### src/hdl/i2c_ras_pkg.sv
// Shared types and constants of the I2C register access sequencer.
// Used by the front, back and top-level modules; depends on nothing else.
package i2c_ras_pkg;

   localparam int BUDGET_WIDTH   = 16;
   localparam int LIMIT_WIDTH    = 16;
   localparam int CSR_ADDR_WIDTH = 3;
   localparam int CSR_DATA_WIDTH = 32;
   localparam int QUEUE_DEPTH    = 2;
   localparam int QUEUE_PTR_W    = $clog2(QUEUE_DEPTH);
   localparam int QUEUE_CNT_W    = $clog2(QUEUE_DEPTH + 1);

   localparam logic [LIMIT_WIDTH-1:0] LIMIT_RESET = 16'hffff;
   localparam logic [7:0]             READ_BIT    = 8'h01;

   // Register index decoded from the word address.
   localparam logic REG_TIMEOUT_LIMIT = 1'b0;

   // Request action codes.
   localparam logic [1:0] ACTION_TICK  = 2'd0;
   localparam logic [1:0] ACTION_WRITE = 2'd1;
   localparam logic [1:0] ACTION_READ  = 2'd2;

   // Completion status codes.
   localparam logic [1:0] STATUS_OK      = 2'd0;
   localparam logic [1:0] STATUS_BUSY    = 2'd1;
   localparam logic [1:0] STATUS_TIMEOUT = 2'd2;

   typedef enum logic [1:0] {
      OP_TICK,
      OP_WRITE,
      OP_READ
   } op_type;

   typedef enum logic [3:0] {
      ST_IDLE      = 4'd0,
      ST_WAIT_FREE = 4'd1,
      ST_SB1       = 4'd2,
      ST_ADDR1     = 4'd3,
      ST_TXE_REG   = 4'd4,
      ST_TXE_NEXT  = 4'd5,
      ST_BTF       = 4'd6,
      ST_SB2       = 4'd7,
      ST_ADDR2     = 4'd8,
      ST_RXNE      = 4'd9
   } step_type;

   typedef struct packed {
      logic [1:0] action;
      logic [7:0] dev_addr;
      logic [7:0] reg_addr;
      logic [7:0] wr_data;
      logic       flag_busy;
      logic       flag_sb;
      logic       flag_addr;
      logic       flag_txe;
      logic       flag_btf;
      logic       flag_rxne;
      logic [7:0] rx_byte;
   } req_item_type;

   typedef struct packed {
      logic       gen_start;
      logic       gen_stop;
      logic       ack_enable;
      logic       clear_flags;
      logic       tx_valid;
      logic [7:0] tx_byte;
      logic       done_res;
      logic [1:0] status;
      logic [7:0] rd_data;
      logic       active;
   } rsp_item_type;

   typedef struct packed {
      logic busy;
      logic sb;
      logic addr;
      logic txe;
      logic btf;
      logic rxne;
   } flags_type;

   // Classified transaction handed from the front to the back.
   typedef struct packed {
      op_type     op;
      logic [7:0] dev_addr;
      logic [7:0] reg_addr;
      logic [7:0] wr_data;
      flags_type  flags;
      logic [7:0] rx_byte;
   } cmd_type;

   // Handshake between the front queue and the back.
   typedef struct packed {
      logic valid;
      logic take;
   } cmd_hs_type;

endpackage

### src/hdl/i2c_ras_front.sv
// Front of the I2C register access sequencer: accepts and classifies
// transactions into a short queue. Depends on i2c_ras_pkg.
module i2c_ras_front (
   input  logic                    clock,
   input  logic                    reset,
   input  logic                    push,
   output logic                    full,
   input  i2c_ras_pkg::req_item_type req_item,
   output i2c_ras_pkg::cmd_type    cmd,
   output logic                    cmd_valid,
   input  logic                    cmd_take
);

   i2c_ras_pkg::cmd_type                      queue_ff [i2c_ras_pkg::QUEUE_DEPTH];
   logic [i2c_ras_pkg::QUEUE_PTR_W-1:0]       wr_ptr_ff, wr_ptr_in;
   logic [i2c_ras_pkg::QUEUE_PTR_W-1:0]       rd_ptr_ff, rd_ptr_in;
   logic [i2c_ras_pkg::QUEUE_CNT_W-1:0]       count_ff, count_in;
   i2c_ras_pkg::cmd_type                      class_in;
   logic                                      do_push;
   logic                                      do_pop;

   // Codes other than write and read, including the unused one, are ticks.
   always_comb begin
      class_in.dev_addr   = req_item.dev_addr;
      class_in.reg_addr   = req_item.reg_addr;
      class_in.wr_data    = req_item.wr_data;
      class_in.flags.busy = req_item.flag_busy;
      class_in.flags.sb   = req_item.flag_sb;
      class_in.flags.addr = req_item.flag_addr;
      class_in.flags.txe  = req_item.flag_txe;
      class_in.flags.btf  = req_item.flag_btf;
      class_in.flags.rxne = req_item.flag_rxne;
      class_in.rx_byte    = req_item.rx_byte;
      case (req_item.action)
         i2c_ras_pkg::ACTION_WRITE: class_in.op = i2c_ras_pkg::OP_WRITE;
         i2c_ras_pkg::ACTION_READ:  class_in.op = i2c_ras_pkg::OP_READ;
         default:                   class_in.op = i2c_ras_pkg::OP_TICK;
      endcase
   end

   assign full      = (count_ff == i2c_ras_pkg::QUEUE_CNT_W'(i2c_ras_pkg::QUEUE_DEPTH));
   assign cmd_valid = (count_ff != '0);
   assign cmd       = queue_ff[rd_ptr_ff];
   assign do_push   = push && !full;
   assign do_pop    = cmd_take && cmd_valid;

   always_comb begin
      wr_ptr_in = do_push ? wr_ptr_ff + 1'b1 : wr_ptr_ff;
      rd_ptr_in = do_pop ? rd_ptr_ff + 1'b1 : rd_ptr_ff;
      count_in  = count_ff;
      if (do_push && !do_pop) begin
         count_in = count_ff + 1'b1;
      end else if (do_pop && !do_push) begin
         count_in = count_ff - 1'b1;
      end
   end

   always_ff @(posedge clock) begin
      if (reset) begin
         wr_ptr_ff <= '0;
         rd_ptr_ff <= '0;
         count_ff  <= '0;
      end else begin
         wr_ptr_ff <= wr_ptr_in;
         rd_ptr_ff <= rd_ptr_in;
         count_ff  <= count_in;
      end
   end

   always_ff @(posedge clock) begin
      if (do_push) begin
         queue_ff[wr_ptr_ff] <= class_in;
      end
   end

endmodule

### src/hdl/i2c_ras_back.sv
// Back of the I2C register access sequencer: the step sequencer, the poll
// budget and the result queue. Depends on i2c_ras_pkg.
module i2c_ras_back (
   input  logic                                  clock,
   input  logic                                  reset,
   input  logic [i2c_ras_pkg::LIMIT_WIDTH-1:0]   timeout_limit,
   input  i2c_ras_pkg::cmd_type                  cmd,
   input  logic                                  cmd_valid,
   output logic                                  cmd_take,
   output logic                                  empty,
   input  logic                                  pop,
   output i2c_ras_pkg::rsp_item_type             rsp_item
);

   i2c_ras_pkg::step_type                step_ff, step_in;
   logic [i2c_ras_pkg::BUDGET_WIDTH-1:0] budget_ff, budget_in;
   logic                                 read_mode_ff, read_mode_in;
   logic [7:0]                           dev_hold_ff, dev_hold_in;
   logic [7:0]                           reg_hold_ff, reg_hold_in;
   logic [7:0]                           data_hold_ff, data_hold_in;
   logic                                 ack_level_ff, ack_level_in;
   logic                                 met;
   logic                                 is_request;
   i2c_ras_pkg::rsp_item_type            result;

   i2c_ras_pkg::rsp_item_type            outq_ff [i2c_ras_pkg::QUEUE_DEPTH];
   logic [i2c_ras_pkg::QUEUE_PTR_W-1:0]  owr_ptr_ff, owr_ptr_in;
   logic [i2c_ras_pkg::QUEUE_PTR_W-1:0]  ord_ptr_ff, ord_ptr_in;
   logic [i2c_ras_pkg::QUEUE_CNT_W-1:0]  ocount_ff, ocount_in;
   logic                                 out_full;
   logic                                 do_pop;

   assign out_full   = (ocount_ff == i2c_ras_pkg::QUEUE_CNT_W'(i2c_ras_pkg::QUEUE_DEPTH));
   assign cmd_take   = cmd_valid && !out_full;
   assign is_request = (cmd.op == i2c_ras_pkg::OP_WRITE) || (cmd.op == i2c_ras_pkg::OP_READ);

   always_comb begin
      case (step_ff)
         i2c_ras_pkg::ST_WAIT_FREE: met = !cmd.flags.busy;
         i2c_ras_pkg::ST_SB1,
         i2c_ras_pkg::ST_SB2:       met = cmd.flags.sb;
         i2c_ras_pkg::ST_ADDR1,
         i2c_ras_pkg::ST_ADDR2:     met = cmd.flags.addr;
         i2c_ras_pkg::ST_TXE_REG,
         i2c_ras_pkg::ST_TXE_NEXT:  met = cmd.flags.txe;
         i2c_ras_pkg::ST_BTF:       met = cmd.flags.btf;
         i2c_ras_pkg::ST_RXNE:      met = cmd.flags.rxne;
         default:                   met = 1'b0;
      endcase
   end

   // Next state, budget and held request fields.
   always_comb begin
      step_in      = step_ff;
      budget_in    = budget_ff;
      read_mode_in = read_mode_ff;
      dev_hold_in  = dev_hold_ff;
      reg_hold_in  = reg_hold_ff;
      data_hold_in = data_hold_ff;
      ack_level_in = ack_level_ff;
      if (cmd_take) begin
         if (is_request) begin
            if (step_ff == i2c_ras_pkg::ST_IDLE) begin
               dev_hold_in  = cmd.dev_addr;
               reg_hold_in  = cmd.reg_addr;
               data_hold_in = cmd.wr_data;
               read_mode_in = (cmd.op == i2c_ras_pkg::OP_READ);
               budget_in    = i2c_ras_pkg::BUDGET_WIDTH'(timeout_limit);
               step_in      = i2c_ras_pkg::ST_WAIT_FREE;
            end
         end else if (step_ff != i2c_ras_pkg::ST_IDLE) begin
            if (!met) begin
               if (budget_ff == '0) begin
                  step_in = i2c_ras_pkg::ST_IDLE;
               end else begin
                  budget_in = budget_ff - 1'b1;
               end
            end else begin
               case (step_ff)
                  i2c_ras_pkg::ST_WAIT_FREE: begin
                     ack_level_in = 1'b1;
                     step_in      = i2c_ras_pkg::ST_SB1;
                  end
                  i2c_ras_pkg::ST_SB1:      step_in = i2c_ras_pkg::ST_ADDR1;
                  i2c_ras_pkg::ST_ADDR1:    step_in = i2c_ras_pkg::ST_TXE_REG;
                  i2c_ras_pkg::ST_TXE_REG:  step_in = i2c_ras_pkg::ST_TXE_NEXT;
                  i2c_ras_pkg::ST_TXE_NEXT: begin
                     step_in = read_mode_ff ? i2c_ras_pkg::ST_SB2 : i2c_ras_pkg::ST_BTF;
                  end
                  i2c_ras_pkg::ST_BTF: begin
                     ack_level_in = 1'b0;
                     step_in      = i2c_ras_pkg::ST_IDLE;
                  end
                  i2c_ras_pkg::ST_SB2:      step_in = i2c_ras_pkg::ST_ADDR2;
                  i2c_ras_pkg::ST_ADDR2: begin
                     ack_level_in = 1'b0;
                     step_in      = i2c_ras_pkg::ST_RXNE;
                  end
                  default:                  step_in = i2c_ras_pkg::ST_IDLE;
               endcase
            end
         end
      end
   end

   // Actions of the step that the current transaction performs.
   always_comb begin
      result            = '0;
      result.ack_enable = ack_level_in;
      result.active     = (step_in != i2c_ras_pkg::ST_IDLE);
      if (!is_request && step_ff != i2c_ras_pkg::ST_IDLE) begin
         if (!met) begin
            if (budget_ff == '0) begin
               result.done_res = 1'b1;
               result.status   = (step_ff == i2c_ras_pkg::ST_WAIT_FREE) ?
                                 i2c_ras_pkg::STATUS_BUSY : i2c_ras_pkg::STATUS_TIMEOUT;
            end
         end else begin
            case (step_ff)
               i2c_ras_pkg::ST_WAIT_FREE: result.gen_start = 1'b1;
               i2c_ras_pkg::ST_SB1: begin
                  result.clear_flags = 1'b1;
                  result.tx_valid    = 1'b1;
                  result.tx_byte     = dev_hold_ff;
               end
               i2c_ras_pkg::ST_ADDR1:     result.clear_flags = 1'b1;
               i2c_ras_pkg::ST_TXE_REG: begin
                  result.tx_valid = 1'b1;
                  result.tx_byte  = reg_hold_ff;
               end
               i2c_ras_pkg::ST_TXE_NEXT: begin
                  if (read_mode_ff) begin
                     result.gen_start = 1'b1;
                  end else begin
                     result.tx_valid = 1'b1;
                     result.tx_byte  = data_hold_ff;
                  end
               end
               i2c_ras_pkg::ST_BTF: begin
                  result.gen_stop = 1'b1;
                  result.done_res = 1'b1;
               end
               i2c_ras_pkg::ST_SB2: begin
                  result.clear_flags = 1'b1;
                  result.tx_valid    = 1'b1;
                  result.tx_byte     = dev_hold_ff | i2c_ras_pkg::READ_BIT;
               end
               i2c_ras_pkg::ST_ADDR2:     result.clear_flags = 1'b1;
               i2c_ras_pkg::ST_RXNE: begin
                  result.rd_data  = cmd.rx_byte;
                  result.gen_stop = 1'b1;
                  result.done_res = 1'b1;
               end
               default: result.clear_flags = 1'b0;
            endcase
         end
      end
   end

   always_ff @(posedge clock) begin
      if (reset) begin
         step_ff      <= i2c_ras_pkg::ST_IDLE;
         budget_ff    <= '0;
         read_mode_ff <= 1'b0;
         ack_level_ff <= 1'b0;
         dev_hold_ff  <= '0;
         reg_hold_ff  <= '0;
         data_hold_ff <= '0;
      end else begin
         step_ff      <= step_in;
         budget_ff    <= budget_in;
         read_mode_ff <= read_mode_in;
         ack_level_ff <= ack_level_in;
         dev_hold_ff  <= dev_hold_in;
         reg_hold_ff  <= reg_hold_in;
         data_hold_ff <= data_hold_in;
      end
   end

   // Result queue: decouples the sequencer from a stalled receiver.
   assign empty    = (ocount_ff == '0);
   assign rsp_item = outq_ff[ord_ptr_ff];
   assign do_pop   = pop && !empty;

   always_comb begin
      owr_ptr_in = cmd_take ? owr_ptr_ff + 1'b1 : owr_ptr_ff;
      ord_ptr_in = do_pop ? ord_ptr_ff + 1'b1 : ord_ptr_ff;
      ocount_in  = ocount_ff;
      if (cmd_take && !do_pop) begin
         ocount_in = ocount_ff + 1'b1;
      end else if (do_pop && !cmd_take) begin
         ocount_in = ocount_ff - 1'b1;
      end
   end

   always_ff @(posedge clock) begin
      if (reset) begin
         owr_ptr_ff <= '0;
         ord_ptr_ff <= '0;
         ocount_ff  <= '0;
      end else begin
         owr_ptr_ff <= owr_ptr_in;
         ord_ptr_ff <= ord_ptr_in;
         ocount_ff  <= ocount_in;
      end
   end

   always_ff @(posedge clock) begin
      if (cmd_take) begin
         outq_ff[owr_ptr_ff] <= result;
      end
   end

`ifndef SYNTHESIS
   a_done_ends_request: assert property (@(posedge clock) disable iff (reset)
      (cmd_take && result.done_res) |=> (step_ff == i2c_ras_pkg::ST_IDLE))
      else $error("request finished but sequencer still active");

   a_start_stop_exclusive: assert property (@(posedge clock) disable iff (reset)
      cmd_take |-> !(result.gen_start && result.gen_stop))
      else $error("start and stop requested in the same step");

   a_status_needs_done: assert property (@(posedge clock) disable iff (reset)
      (cmd_take && result.status != i2c_ras_pkg::STATUS_OK) |-> result.done_res)
      else $error("error status without completion");

   a_request_starts_wait: assert property (@(posedge clock) disable iff (reset)
      (cmd_take && is_request && step_ff == i2c_ras_pkg::ST_IDLE)
      |=> (step_ff == i2c_ras_pkg::ST_WAIT_FREE))
      else $error("accepted request did not start the bus-free wait");

   a_stall_holds_step: assert property (@(posedge clock) disable iff (reset)
      !cmd_take |=> $stable(step_ff))
      else $error("sequencer moved without a transaction");
`endif

endmodule

### src/hdl/i2c_register_access_sequencer_unit.sv
// Top level of the I2C register access sequencer: configuration register,
// front classifier queue and back sequencer. Depends on i2c_ras_pkg,
// i2c_ras_front and i2c_ras_back.
//
// Usage: the request channel is a queue input. A transaction is taken at a
// rising edge with push high and full low; it is either a write or read
// request (device address, register address, write data) or a status tick
// that carries the byte-level master's flags and received byte. Every
// transaction produces exactly one result transaction on the result queue,
// which shows the oldest result while empty is low and releases it on pop.
// A result reports the master actions of that step (start, stop, data byte,
// flag clear), the acknowledge level, and on completion the status and the
// byte read.
// A result shows on the ports once its transaction has passed through the
// front queue and been written into the result queue. One transaction per
// cycle is sustained while the receiver keeps popping: the sequencer step is
// a single registered state update, and a two-entry queue on each side of
// it keeps push and pop running every cycle.
// When the receiver stops popping, the result queue fills, the sequencer
// holds, the front queue fills and full rises; nothing is dropped.
// Reset (synchronous, active high) empties both queues, returns the sequencer
// to idle with the acknowledge level low, and sets timeout_limit to 0xffff.
// The user writes the configuration port only while the block is idle; unchecked.
module i2c_register_access_sequencer_unit (
   input  logic                                    clock,
   input  logic                                    reset,
   input  logic                                    push,
   output logic                                    full,
   input  i2c_ras_pkg::req_item_type               req_item,
   output logic                                    empty,
   input  logic                                    pop,
   output i2c_ras_pkg::rsp_item_type               rsp_item,
   input  logic                                    psel,
   input  logic                                    penable,
   input  logic                                    pwrite,
   input  logic [i2c_ras_pkg::CSR_ADDR_WIDTH-1:0]  paddr,
   input  logic [i2c_ras_pkg::CSR_DATA_WIDTH-1:0]  pwdata,
   output logic [i2c_ras_pkg::CSR_DATA_WIDTH-1:0]  prdata,
   output logic                                    pready
);

   logic [i2c_ras_pkg::LIMIT_WIDTH-1:0] timeout_limit_ff, timeout_limit_in;
   logic                                reg_index;
   logic                                csr_write;
   i2c_ras_pkg::cmd_type                cmd;
   logic                                cmd_valid;
   logic                                cmd_take;

   // The register file is word addressed; the word index selects the
   // register and byte offsets within the word are ignored.
   assign pready    = 1'b1;
   assign reg_index = paddr[i2c_ras_pkg::CSR_ADDR_WIDTH-1];
   assign csr_write = psel && penable && pwrite && pready;

   always_comb begin
      timeout_limit_in = timeout_limit_ff;
      if (csr_write && reg_index == i2c_ras_pkg::REG_TIMEOUT_LIMIT) begin
         timeout_limit_in = pwdata[i2c_ras_pkg::LIMIT_WIDTH-1:0];
      end
   end

   always_comb begin
      prdata = '0;
      if (reg_index == i2c_ras_pkg::REG_TIMEOUT_LIMIT) begin
         prdata = i2c_ras_pkg::CSR_DATA_WIDTH'(timeout_limit_ff);
      end
   end

   always_ff @(posedge clock) begin
      if (reset) begin
         timeout_limit_ff <= i2c_ras_pkg::LIMIT_RESET;
      end else begin
         timeout_limit_ff <= timeout_limit_in;
      end
   end

   // Front: takes request transactions and classifies them into its queue.
   i2c_ras_front u_front (
      .clock     (clock),
      .reset     (reset),
      .push      (push),
      .full      (full),
      .req_item  (req_item),
      .cmd       (cmd),
      .cmd_valid (cmd_valid),
      .cmd_take  (cmd_take)
   );

   // Back: steps the sequence for each transaction and queues its result.
   i2c_ras_back u_back (
      .clock         (clock),
      .reset         (reset),
      .timeout_limit (timeout_limit_ff),
      .cmd           (cmd),
      .cmd_valid     (cmd_valid),
      .cmd_take      (cmd_take),
      .empty         (empty),
      .pop           (pop),
      .rsp_item      (rsp_item)
   );

endmodule

### config.mk
export PLATFORM = sky130hd
export DESIGN_NAME = i2c_register_access_sequencer_unit
export DESIGN_NICKNAME = d
export VERILOG_FILES = /design/src/hdl/i2c_ras_pkg.sv /design/src/hdl/i2c_ras_front.sv /design/src/hdl/i2c_ras_back.sv /design/src/hdl/i2c_register_access_sequencer_unit.sv
export SDC_FILE = /design/constraint.sdc
export NUM_CORES = 1
export LEC_CHECK = 0
export ABC_AREA = 1
export ABC_CLOCK_PERIOD_IN_PS = 2700
export CORE_MARGIN = 10
export CORE_UTILIZATION = 55
export DETAILED_ROUTE_END_ITERATION = 10
export DONT_BUFFER_PORTS = 1
export GPL_ROUTABILITY_DRIVEN = 0
export MAX_ROUTING_LAYER = met4
export PLACE_DENSITY = 0.76
export RECOVER_POWER = 100
export SETUP_SLACK_MARGIN = 0.15
export SLEW_MARGIN = 0
export SYNTH_ARGS = -nofsm -noshare
export SYNTH_HDL_FRONTEND = slang
export SYNTH_SLANG_ARGS = --single-unit
### constraint.sdc
create_clock -name clock -period 2.7 [get_ports clock]
set_input_delay 0.135 -clock clock [delete_from_list [all_inputs] [get_ports clock]]
set_output_delay 0.135 -clock clock [all_outputs]
set_load 0.01 [all_outputs]
## After elaboration in Yosys (flattened, before gate mapping)

Memory sizes are Yosys's and may differ from the RTL's. A register that Yosys moved wholly into a read port is not among the register bits.
Index checks and enable logic that the tools add are counted.

- Flip-flop bits (word level): 70
- Latch bits: 0
- RAM bits: 130
- Bits in read-only memories: 0
- Input bits: 82
- Output and inout bits: 60
- Logic and storage cells: 132
- Memories kept: 2

Memory list:

| memory | depth | bits a word | rd ports | clocked after memory_dff | write ports | RTL line | RTL |
|---|---|---|---|---|---|---|---|
| u_front.queue_ff | 2 | 40 | 1 | 1 | 1 | i2c_ras_front.sv:14 | `i2c_ras_pkg::cmd_type queue_ff [i2c_ras_pkg::QUEUE_DEPTH];` |
| u_back.outq_ff | 2 | 25 | 1 | 1 | 1 | i2c_ras_back.sv:26 | `i2c_ras_pkg::rsp_item_type outq_ff [i2c_ras_pkg::QUEUE_DEPTH];` |

- Add/sub/neg operators: 9
- Multipliers: 0
- Div/mod/pow operators: 0
- $lt $le $gt $ge: 0
- Equality and inequality tests: 18
- Shift operators: 0
- Muxes and demuxes: 49
- Bitwise gates (word level): 1
- Reductions and logical operators: 39

Operators with widths:

| cell | number |
|---|---|
| $mux 16 | 6 |
| $pmux 9 s4 | 1 |
| $pmux 4 s7 | 1 |
| $mux 4 | 6 |
| $mux 21 | 1 |
| $mux 1 | 17 |
| $eq 4x3->1 const B | 4 |
| $logic_not 16->1 | 1 |
| $mux 2 | 8 |
| $mux 8 | 2 |
| $sub 16x1->16 const B | 1 |
| $logic_and 1x1->1 | 12 |
| $mux 10 | 1 |
| $reduce_or 2->1 | 5 |
| $logic_not 1->1 | 9 |
| $mux 9 | 1 |
| $eq 2x2->1 const B | 4 |
| $eq 4x2->1 const B | 2 |
| $eq 4x4->1 const B | 2 |
| $reduce_bool 2->1 | 4 |
| $reduce_bool 4->1 | 2 |
| $pmux 1 s6 | 1 |
| $reduce_and 5->1 | 1 |
| $add 1x1->1 const B | 4 |
| other kinds (15) | 20 |

## Longest topological paths before layout

Gate-level depths: netlist of run 1.

- Depth after elaboration: 8
- Mapped depth: 15
- Mapped depth without buffers: 14

## Modules after synthesis

A second synthesis of run 1 with hierarchy kept.

- Cells, all modules: 860
- Area, all modules: 8966.1 µm²

Modules (own cells, without submodules):

| module | instances | cells each | area an instance (µm²) | seq. area each (µm²) |
|---|---|---|---|---|
| i2c_ras_back | 1 | 568 | 4923.5 | 2522.4 |
| i2c_ras_front | 1 | 165 | 3156.8 | 2502.4 |
| i2c_register_access_sequencer_unit | 1 | 127 | 885.8 | 320.3 |

## Least setup slack after synthesis of run 1

No wires, ideal clock.

- Kind: register to register
- Start: register u_front.count_ff[0] (netlist bit)
- End: memory u_front.queue_ff[1][0] (netlist bit), enable pin
- Library setup time: 0.439 ns
- Arrival: 2.273 ns
- Required time: 2.261 ns
- Path slack: -0.012 ns
- Stages on the path, launching flop included: 3
- Buffers on the path: 0
- Clock period less this slack: 2.712 ns
- Cells stage by stage: dfxtp_1 -> o21ai_0 -> nor2_1

- Word-level cells in the longest chain between the ends: 5

RTL lines:

| element | RTL line | RTL |
|---|---|---|
| start: declaration | i2c_ras_front.sv:17 | `logic [i2c_ras_pkg::QUEUE_CNT_W-1:0] count_ff, count_in;` |
| start signal: assignment | i2c_ras_front.sv:66 | `count_ff <= count_in;` |
| $eq 2x2->1 | i2c_ras_front.sv:41 | `assign full = (count_ff == i2c_ras_pkg::QUEUE_CNT_W'(i2c_ras_pkg::QUEUE_DEPTH));` |
| $logic_not 1->1 | i2c_ras_front.sv:44 | `assign do_push = push && !full;` |
| $logic_and 1x1->1 | i2c_ras_front.sv:44 |  |
| $mux 1 | i2c_ras_front.sv:71 | `if (do_push) begin` |
| $mux 1 (not written as such) | i2c_ras_front.sv:72 | `queue_ff[wr_ptr_ff] <= class_in;` |
| end: declaration | i2c_ras_front.sv:14 |  |

Every way passes these cells.

## Worst setup path in the final report of run 1

- Start: register u_back.ocount_ff[1] (netlist bit)
- End: register u_back.budget_ff[9] (netlist bit)

- Word-level cells in the longest chain between the ends: 4

RTL lines:

| element | RTL line | RTL |
|---|---|---|
| start: declaration | i2c_ras_back.sv:29 | `logic [i2c_ras_pkg::QUEUE_CNT_W-1:0] ocount_ff, ocount_in;` |
| start signal: assignment | i2c_ras_back.sv:204 | `ocount_ff <= ocount_in;` |
| $eq 2x2->1 | i2c_ras_back.sv:33 | `assign out_full = (ocount_ff == i2c_ras_pkg::QUEUE_CNT_W'(i2c_ras_pkg::QUEUE_DEPTH));` |
| $logic_not 1->1 | i2c_ras_back.sv:34 | `assign cmd_take = cmd_valid && !out_full;` |
| $logic_and 1x1->1 | i2c_ras_back.sv:34 |  |
| net cmd_take | i2c_register_access_sequencer_unit.sv:47 | `logic cmd_take;` |
| $reduce_and 5->1 (no source line) | - |  |
| end signal: assignment | i2c_ras_back.sv:171 | `budget_ff <= budget_in;` |
| end: declaration | i2c_ras_back.sv:16 | `logic [i2c_ras_pkg::BUDGET_WIDTH-1:0] budget_ff, budget_in;` |

The timed path passes the listed nets, and every way through them passes these cells.
A chain may end at the register's enable or synchronous reset.

==> results.txt, run 1 <==
* Ranking of synthesized cells by instance count: 232 x nand2_1, 130 x edfxtp_1, 92 x nor2_1
- Summed over all layers, the routed wires come to 18.8 mm.
- Flop and latch count out of synthesis: 202
* Clock network power share: 26.2%
- In the global route stage, overall resource usage came out at 17.9%.
- The run finished with clean final reports.
- Of all cell types, the one taking the most synthesized area is edfxtp_1.
* I/O pins: 142
- Worst min-delay path category: in -> reg
* Number of global-route vias before repair: 5,968
- The number of hold-slack violations in the final timing report came to 0.
- CP endpoint kind: register
* Synth Warn #: 0
- Final setup violation count: 0
- Summing the sequential cell areas from Yosys gives 62.0% of the chip area.
- For the finished layout, the period the worst path requires is 2.33 ns.
- VDD sags by at most 0.000658 V.
* Via count normalized by instance count: 5.25
* CTS Buf Count: 21
- The worst setup path is of the reg -> reg kind.
* Pin count of the biggest net entering global routing: 50
- CTS Buffer Depth: 3
* Initial antenna violation count: 1
- The die is 145 um wide.
* Share of the core filled with cells: 65.5%
* Internal Dissipation: 0.00664 W
- The first global-routing pass estimated 30.4 mm of wire.
- Clock slew at the register clock pins of the worst setup and hold paths: 0.06 ns
* Post-Syn Instances: 877
- Buffer count from post-CTS setup fixing: 0
* Worst-case register-to-register setup slack: 0.37 ns
- Routed WL per cell: 16.2 um
* Via total after detailed routing: 6,103
- For this run, the post-layout net count is 1,022.
- Counting instances, the worst hold path has a depth of 3.
- Clock Skew: 0.0153 ns
- Clock tree synthesis found a total of 202 sinks.
* Unrepaired setup endpoints after global routing: no
- Sequential cells account for 43.3% of the total power.
- Share of the cycle needed by the critical path after routing: 86.3%
* Worst Setup Start Kind: register
* Violation count after the first detailed-route iteration: 493
- The number of max-slew violations in the final report is 0.
- Final global-route overflow total: 0
- Layout cell share with drive strength beyond 1: 6.52%
- Measured against its own limit, the worst slew margin works out to 5.77%.
- Data arrival time of the critical path: 2.71 ns
* Detailed-routing iteration count for the pre-antenna-repair pass: 5
- The die covers 21,100 sq um.
- Library cell with the highest instance count after synthesis: nand2_1
- Maximum clock frequency: 429 MHz
- The die is 145 um tall.
- At the later pin of the worst-skew pair, clock insertion delay measures 0.50 ns.
* Mapped cell area: 8620 sq um
* Initial Utilization: 56.5%
- Port Buffer Count: 0
- Slew @ Worst Pin: 1.41 ns
- Peak fanout along the critical path: 31
* Number of flops mapped to enable cells by yosys: 130
- In this run, the combinational gates consume 30.6% of the power.
- Top FF cell, synth: edfxtp_1
* CTS tree: done
* Share of flip-flops with an asynchronous set or reset: 0%
* Setup TNS: 0 ns
* Worst Path Required: 3.08 ns
* Number of cell instances on the worst register-to-register path: 8
- Share of the synthesized area in the top cell type: 45.3%
- In this run the power spent charging and discharging nets is 0.00363 W.
* Number of unique standard cell types used by synthesis: 36
- The floorplan step defined a core boundary enclosing 15,300 sq um.
* Total of max-cap violations: 0
- The tightest hold path in the finished design has a slack of 0.0598 ns.
* PD cells: 1030 nW/um^2
* Depth of the CTS H-tree: 1
- Once detail routing completed, the nets flagged for antenna violations numbered 0.
- After detailed routing, the number of remaining DRC violations is 0.
- Avg Inst Size Synth: 9.83 sq um
- Switching power as a share of total power: 35.3%
* Number of core rows: 45
- CTS placed an instance of clkbuf_16 at the clock tree root.
* DP Wirelength: 12.2 mm
* Most area-consuming cells after synthesis: edfxtp_1 45%, dfxtp_1 17%, nand2_1 10%, nor2_1 4.0%, mux2_2 3.3%
- P_leak: 3.96 nW
- Area growth from synthesis to layout: 15.8%
[through the flow]
step | area, sq um | std cells | total power, W | setup slack, ns
3_3_place_gp | 8810 | 1065 | 0.00758 | 0.338
4_1_cts | 10000 | 1162 | 0.0104 | 0.267
2_1_floorplan | 8680 | 892 | 0.00687 | 0.269
3_5_place_dp | 8810 | 1065 | 0.00766 | 0.281
5_1_grt | 9990 | 1163 | 0.0110 | 0.134
6_report | 9990 | 1163 | 0.0103 | 0.371
[worst max-delay path: stages, from the launching register on]
cell and delay (ns):
dfxtp_1 0.35, inv_1 0.07, o22ai_1 0.70, clkinv_1 0.22
clkbuf_1 0.28, nand3_4 0.35, nand2_1 0.09, nand2_1 0.07
nor2_1 0.07
[metal layers]
metal  global-route usage (%)  part of all wire (%)  up-vias
li1                         -                     -     3050
met1                     20.0                    41     2832
met2                     31.0                    51      187
met3                     4.41                   6.3       34
met4                     5.26                   2.0        0
met5                        -                     0        -
[sequential cells by signal, indices dropped and copies added, names as in the netlist, named ones only]
signal               count
u_back.read_mode_ff      1
u_back.dev_hold_ff       8
u_back.outq_ff          50
u_back.ocount_ff         2
u_back.reg_hold_ff       8
u_back.owr_ptr_ff        1
u_back.budget_ff        16
u_front.wr_ptr_ff        1
u_front.queue_ff        80
u_front.count_ff         2
timeout_limit_ff        16
u_front.rd_ptr_ff        1
u_back.ack_level_ff      1
u_back.ord_ptr_ff        1
u_back.data_hold_ff      8
u_back.step_ff           4
[what timing repair did]
item	CTS	global route
endpoints found under the hold margin	105	0
gates resized for setup	0	2
hold buffers	59	0
setup endpoints to repair	0	13
[power groups by stage]
stage	clock network, W	registers (W)	logic (W)
after floorplan	0	0.00439	0.00248
after global placement	0	0.00446	0.00312
after detailed placement	0	0.00449	0.00317
after CTS	0.00273	0.00443	0.00327
after global routing	0.00287	0.00451	0.00358
final	0.00269	0.00444	0.00314
[cell families (layout without fill, tap and decap cells)]
group | Yosys count | in the layout | synth area share (%)
buf+inv | 121 | 180 | 6.33
mux | 26 | 26 | 3.38
xor+xnor | 4 | 4 | 0.406
other cells | 2 | 18 | 0.0871
fa+ha+maj | 4 | 4 | 0.580
compound gates | 142 | 142 | 9.43
flops | 202 | 202 | 62.0
simple gates | 376 | 376 | 17.8
[area by class of cell]
cell class,count,area [sq um]
tap,211,264
multi-input combinational,569,2800
inverter,67,251
fill,1152,5270
antenna,1,2.50
sequential,202,5350
clock buffer,29,566
timing repair buffer,75,677
clock inverter,9,76.3
[worst paths after layout]
check / to / startpoint
worst min register to register: register / u_front.rd_ptr_ff
worst min-delay path: timeout_limit_ff[7] / paddr[2]
worst max register to register: u_back.budget_ff[9] / u_back.ocount_ff[1]
worst max-delay path: u_back.budget_ff[9] / u_back.ocount_ff[1]
[cell usage in the layout, fill, tap and decap left out, drive strengths merged, types with 4 or more instances in the layout]
cell type / Yosys / final
nand4: 5 / 5
clkbuf: 26 / 40
ha: 4 / 4
nand3: 30 / 30
dlygate4sd3: 0 / 59
o211ai: 17 / 17
o21ai: 50 / 50
a31oi: 32 / 32
xor2: 4 / 4
nor3: 6 / 6
edfxtp: 130 / 130
clkinv: 2 / 7
buf: 28 / 5
nand2: 239 / 239
nor2: 95 / 95
conb: 2 / 17
a21oi: 39 / 39
inv: 65 / 66
dfxtp: 72 / 72
mux2: 25 / 25
Power figures use the tool's default switching activity.
==> inputs of run 2 (changes only) <==
==> constraint.sdc (replaced) <==
create_clock -name clock -period 2.7 [get_ports clock]
set_input_delay 0.54 -clock clock [delete_from_list [all_inputs] [get_ports clock]]
set_output_delay 0.54 -clock clock [all_outputs]
set_load 0.01 [all_outputs]
==> run 2 against run 1 <==
Global-route usage is 1.2 points lower. Critical path depth is 6 lower. Non-clock buffer count is 57 lower. Core utilization is 3.1 points lower. Highest routed layer unchanged. Sequential power hardly changed. Register-to-register slack worse by 0.05 ns. Via count is 5.5% lower. Critical endpoint is now rsp_item[12]. Total power is 2.6% higher. Largest power group unchanged. Design area is 4.8% lower. Fmax is 2.5% lower.
==> results.txt, run 2 (same netlist as run 1, synthesis figures left out) <==
- Status: completed (unchanged)
* Data arrival time of the critical path: 1.85 ns (was 2.71 ns)
- Number of global-route vias before repair: 5,685 (was 5,968)
- Top library cells by usage in the layout, fill and taps aside: 233 x nand2_1, 130 x edfxtp_1, 86 x nor2_1 (unchanged).
* Storage cell area: 5350 sq um (about the same)
* Total of max-cap violations: 0 (unchanged)
* Final setup violation count: 0 (unchanged)
- The transition time of the tightest slew-check pin came to 1.30 ns (was 1.41 ns).
* Port Buffer Count: 0 (unchanged)
- Unrepaired setup endpoints after global routing: no (unchanged)
* Clock Skew: 0.0134 ns (was 0.0153 ns)
- Startpoint-to-endpoint class of the critical path: reg -> out (was reg -> reg)
- The effective utilization at floorplan came to 56.5% (unchanged).
- Layout cell share with drive strength beyond 1: 7.61% (was 6.52%)
- The count of TritonRoute iterations in the first routing pass came to 4 (was 5).
* Total GRT Usage: 16.7% (was 17.9%)
- Pin count of the biggest net entering global routing: 50 (unchanged)
- The number of filler instances in the final layout came to 1,246 (was 1,152).
- The post-placement setup slack came to 0.457 ns (was 0.281 ns).
- First-pass GRT wire length: 28.5 mm (was 30.4 mm)
- The number of buffers added by the clock tree synthesis step was 21 (unchanged).
* Share of the cycle needed by the critical path after routing: 88.5% (was 86.3%)
- DRC viols: 0 (unchanged)
* Count of clock tree sinks: 202 (unchanged)
- The root buffer cell was clkbuf_16 (unchanged).
* Height of the die: 145 um (unchanged)
- The number of antenna diodes was 0 (was 1).
- Combined area of the multi-input logic cells: 2800 sq um (unchanged)
- Post-cts repair resize count: 0 (unchanged)
* Maximum clock frequency: 418 MHz (was 429 MHz)
- Worst Setup Start Kind: register (unchanged)
* I/O pins: 142 (unchanged)
- The most common cell after layout, fill and taps aside is nand2_1 (unchanged).
- Area growth from synthesis to layout: 10.3% (was 15.8%)
- Worst Path Required: 2.16 ns (was 3.08 ns)
- The relative slew slack is 13.5% (was 5.77%).
- The final antenna-violating net count came to 0 (unchanged).
* Total wire length after detailed routing: 17.7 mm (was 18.8 mm)
- Number of flip-flops in the largest register: 80 (unchanged)
- The number of buffers inserted to repair setup after CTS came to 0 (unchanged).
- The total half-perimeter wirelength after legalization and detailed placement was 12.1 mm (was 12.2 mm).
- Clock slew at the register clock pins of the worst setup and hold paths: 0.06 ns (about the same)
* Final number of hold-violating endpoints: 0 (unchanged)
- CTS tree: done (unchanged)
* Total die area: 21,100 sq um (unchanged)
* Violation count after the first detailed-route iteration: 376 (was 493)
- The worst min-delay path category was in -> reg (unchanged).
- The largest driver fanout on the critical path was 25 (was 31).
- The maximum clock path buffer count came to 3 (unchanged).
* Number of core rows: 45 (unchanged)
* Nets@finish: 965 (was 1,022)
- The power per standard cell area was 1110 nW/um^2 (was 1030 nW/um^2).
- Registers with the most flip-flops: u_front.queue_ff (80), u_back.outq_ff (50) (unchanged)
- The minimum period implied by the final worst setup slack came to 2.39 ns (was 2.33 ns).
* Initial antenna violation count: 0 (was 1)
* Depth of the CTS H-tree: 1 (unchanged)
- Setup TNS: 0 ns (unchanged)
- The nature of the critical path endpoint is an output pin (was register).
- P_leak: 3.77 nW (was 3.96 nW)
- The hold buffer count at CTS came to 0 (was 59).
- Cell count after placement: 1,067 (was 1,065)
- The worst-skew pair later-pin latency was 0.50 ns (about the same).
- Cell Count, Final, Fillers Out: 1,104 (was 1,163)
- The x dimension of the die came to 145 um (unchanged).
* Via total after detailed routing: 5,766 (was 6,103)
- The worst path setup slack after routing was 0.310 ns (was 0.371 ns).
* Worst VDD drop: 0.000688 V (was 0.000658 V)
* Routed WL per cell: 16.0 um (was 16.2 um)
- The largest register by flop count is u_front.queue_ff (unchanged).
- The number of max-slew violations in the final report came to 0 (unchanged).
- The leftover overflow at the end of global routing was 0 (unchanged).
- The total core area was 15,300 sq um (unchanged).
- Via count normalized by instance count: 5.22 (was 5.25)
## run 2: critical path, stage by stage, from the launching register on
cell and delay (ns):
dfxtp_1 0.32, clkbuf_2 0.57, mux2_1 0.47
## run 2: routing by layer
metal	part of all wire (%)	GRT usage [%]	routed length (um)	vias to the layer above
li1	-	-	-	2937
met1	39	17.8	6900	2655
met2	52	29.5	9120	151
met3	7.6	5.09	1350	23
met4	1.6	4.45	282	0
met5	0	-	0	-
## run 2: report_power, final
group          switching [W]  internal (W)
combinational        0.00217      0.000899
sequential          0.000290       0.00413
clock                0.00113       0.00192
total                0.00358       0.00695
## run 2: stage by stage
| step | utilization [%] | total power [W] | hold slack [ns] | area (sq um) |
|---|---|---|---|---|
| after CTS | 62.7 | 0.0107 | 0.0942 | 9570 |
| final | 62.3 | 0.0105 | 0.106 | 9510 |
| after floorplan | - | 0.00687 | 0.426 | 8680 |
| after global placement | 57.8 | 0.00759 | 0.433 | 8820 |
| after detailed placement | 57.8 | 0.00767 | 0.460 | 8820 |
| after global routing | 62.3 | 0.0112 | 0.0873 | 9510 |
## run 2: final timing paths
kind,startpoint,endpoint,slack [ns],depth (start not counted)
hold reg to reg,u_back.ack_level_ff,u_back.ack_level_ff,0.47,2
setup / recovery,register,rsp_item[12],0.31,2
setup reg to reg,u_back.step_ff[2],u_back.outq_ff[0][18],0.32,10
hold / removal,reset,u_front.count_ff[0],0.11,1
## run 2: area by class of cell
cell class,instances,area share (%)
Sequential cell,202,56.2
Timing Repair Buffer,18,1.07
Tap cell,211,2.78
Clock buffer,28,6.22
Multi-Input combinational cell,569,29.5
Clock inverter,9,1.61
Inverter,67,2.64
==> inputs of run 3 (changes only) <==
--- a/config.mk
+++ b/config.mk
@@ -9,6 +9,7 @@
 export ABC_CLOCK_PERIOD_IN_PS = 2700
 export CORE_MARGIN = 10
 export CORE_UTILIZATION = 55
+export CTS_BUF_LIST = sky130_fd_sc_hd__clkbuf_8
 export DETAILED_ROUTE_END_ITERATION = 10
 export DONT_BUFFER_PORTS = 1
 export GPL_ROUTABILITY_DRIVEN = 0
==> run 3 against run 2 <==
Sequential power hardly changed. Flip-flop and latch count stayed put. Via count is 1.8% higher. Clock power is 19% lower. Cell count is 1.9% higher.
==> results.txt, run 3 (same netlist as run 1, synthesis figures left out) <==
- Status: completed (unchanged).
* Initial Utilization: 56.5% (unchanged)
- CP delay by family, top: buffers and inverters (unchanged)
- Data arrival time of the critical path: 1.95 ns (was 1.85 ns)
* Worst VDD drop: 0.000818 V (was 0.000688 V)
- Crit Reg-Reg Startpoint: u_back.step_ff[2] (unchanged)
* Max incr delay on CP: 0.58 ns (was 0.57 ns)
- The relative slew slack is 13.5% (about the same).
- The initial antenna violation count came to 0 (unchanged).
- Cells traversed along the worst timing path: clkbuf_2 -> mux2_1 (unchanged).
* CP endpoint kind: output pin (unchanged)
- Total wire length after detailed routing: 17.7 mm (about the same)
- Routed WL per cell: 15.8 um (was 16.0 um)
* Port Buffer Count: 0 (unchanged)
- The worst path setup slack after routing was 0.212 ns (was 0.310 ns).
* Top library cells by usage in the layout, fill and taps aside: 233 x nand2_1, 130 x edfxtp_1, 86 x nor2_1 (unchanged)
* Total die area: 21,100 sq um (unchanged)
- The ratio of routed vias to standard cells came to 5.22 (about the same).
* Setup TNS: 0 ns (unchanged)
- The depth of the CTS H-tree came to 1 (unchanged).
- The minimum period implied by the final worst setup slack was 2.49 ns (was 2.39 ns).
- The clock sink count is 202 (unchanged).
* Height of the die: 145 um (unchanged)
* Most common cell after layout, fill and taps aside: nand2_1 (unchanged)
- Number of cell instances on the worst register-to-register path: 10 (unchanged)
- The post-placement setup slack came to 0.457 ns (unchanged).
- The static power due to leakage is 3.77 nW (about the same).
- Count of pins over their slew limit: 0 (unchanged)
- The root buffer cell is clkbuf_8 (was clkbuf_16).
- Violation count after the first detailed-route iteration: 391 (was 376)
- Worst Path Required: 2.16 ns (about the same)
- The number of antenna diodes came to 0 (unchanged).
- The achievable frequency was 402 MHz (was 418 MHz).
- Via total after detailed routing: 5,868 (was 5,766)
- Clk_lat worst skew: 0.57 ns (was 0.50 ns)
- The placement row count is 45 (unchanged).
- The clock slew at the register clock pins of the worst setup and hold paths is 0.06 ns (about the same).
* Final number of hold-violating endpoints: 0 (unchanged)
* Number of nets with antenna violations after routing: 0 (unchanged)
* Clock Skew: 0.0212 ns (was 0.0134 ns)
- The post-route cell area came to 9390 sq um (was 9510 sq um).
- The largest register by flop count was u_front.queue_ff (unchanged).
* I/O pins: 142 (unchanged)
- Slew @ Worst Pin: 1.30 ns (about the same)
- Number of global-route vias before repair: 5,650 (was 5,685)
* DP Wirelength: 12.1 mm (unchanged)
* Buffer count from post-CTS setup fixing: 0 (unchanged)
* Worst Hold Endpoint: u_back.ocount_ff[0] (was u_front.count_ff[0])
- CTS tree: done (unchanged)
* Worst-case register-to-register setup slack: 0.28 ns (was 0.32 ns)
* Worst min-delay path category: in -> reg (unchanged)
* Cell with the biggest individual delay on the critical path: clkbuf_2 (unchanged)
* DRC viols: 0 (unchanged)
* Startpoint-to-endpoint class of the critical path: reg -> out (unchanged)
- The standard cell area after detailed placement came to 8820 sq um (unchanged).
- Final setup violation count: 0 (unchanged)
* Width of the chip: 145 um (unchanged)
- The final net count was 975 (was 965).
- Total of max-cap violations: 0 (unchanged)
* Startpoint of the most critical hold path: reset (unchanged)
* Worst hold path stage count: 1 (unchanged)
- The layout cell share with drive strength beyond 1 was 8.42% (was 7.61%).
* Core Box Area: 15,300 sq um (unchanged)
- Buffers and inverters on the worst path: 1 (unchanged)
- The aggregate global-route resource usage came to 16.5% (was 16.7%).
- The total power of the final layout was 0.00997 W (was 0.0105 W).
- The critical path launch point type was a register (unchanged).
* Registers with the most flip-flops: u_front.queue_ff (80), u_back.outq_ff (50) (unchanged)
* Detailed-routing iteration count for the pre-antenna-repair pass: 7 (was 4)
* PD cells: 1060 nW/um^2 (was 1110 nW/um^2)
- CTS Buf Count: 31 (was 21)
* Reg2Reg Capture Point: u_back.outq_ff[1][18] (was u_back.outq_ff[0][18])
* First-pass GRT wire length: 28.3 mm (was 28.5 mm)
* Post-cts repair resize count: 0 (unchanged)
- The flip-flop count of the largest register, all copies and words added came to 80 (unchanged).
* Unrepaired setup endpoints after global routing: no (unchanged)
* Final global-route overflow total: 0 (unchanged)
- Pin count of the biggest net entering global routing: 50 (unchanged)
* Share of the cycle needed by the critical path after routing: 92.2% (was 88.5%)
- The maximum clock path buffer count is 3 (unchanged).
* Area growth from synthesis to layout: 8.95% (was 10.3%)
- The hold buffer count at CTS came to 0 (unchanged).
* Peak fanout along the critical path: 25 (unchanged)
- The final core utilization is 61.6% (was 62.3%).
## run 3: worst max path at each step
| stage | startpoint | end | cells after the start |
|---|---|---|---|
| 2_1_floorplan | register | u_back.outq_ff[0][0] | 13 |
| 3_3_place_gp | u_back.step_ff[2] | u_back.outq_ff[0][18] | 10 |
| 3_5_place_dp | register | u_back.outq_ff[0][22] | 12 |
| 4_1_cts | register | u_back.outq_ff[1][18] | 8 |
| 5_1_grt | u_back.step_ff[2] | u_back.outq_ff[0][18] | 10 |
| 6_report | register | rsp_item[9] | 2 |
## run 3: routing by layer
metal	track usage, %	vias up	wire [um]
li1	-	2961	-
met1	17.6	2709	6990
met3	5.25	30	1430
met5	-	-	0
met2	28.9	168	8970
met4	4.60	0	353
## run 3: layout make-up
cell class                 instances  area, sq um
inverter                          67          251
tap                              211          264
multi-input combinational        569         2800
fill                            1273         5860
timing repair buffer              18          101
clock buffer                      37          509
sequential                       202         5350
clock inverter                    21          119
## run 3: power by group
group          internal [W]  switching [W]
sequential          0.00413       0.000287
clock               0.00134        0.00114
combinational      0.000900        0.00217
total               0.00637        0.00360
## run 3: metrics by stage
stage | hold WS, ns | instances
2_1_floorplan | 0.426 | 892
3_3_place_gp | 0.433 | 1067
3_5_place_dp | 0.460 | 1067
4_1_cts | 0.00991 | 1125
5_1_grt | 0.0158 | 1125
6_report | 0.0372 | 1125
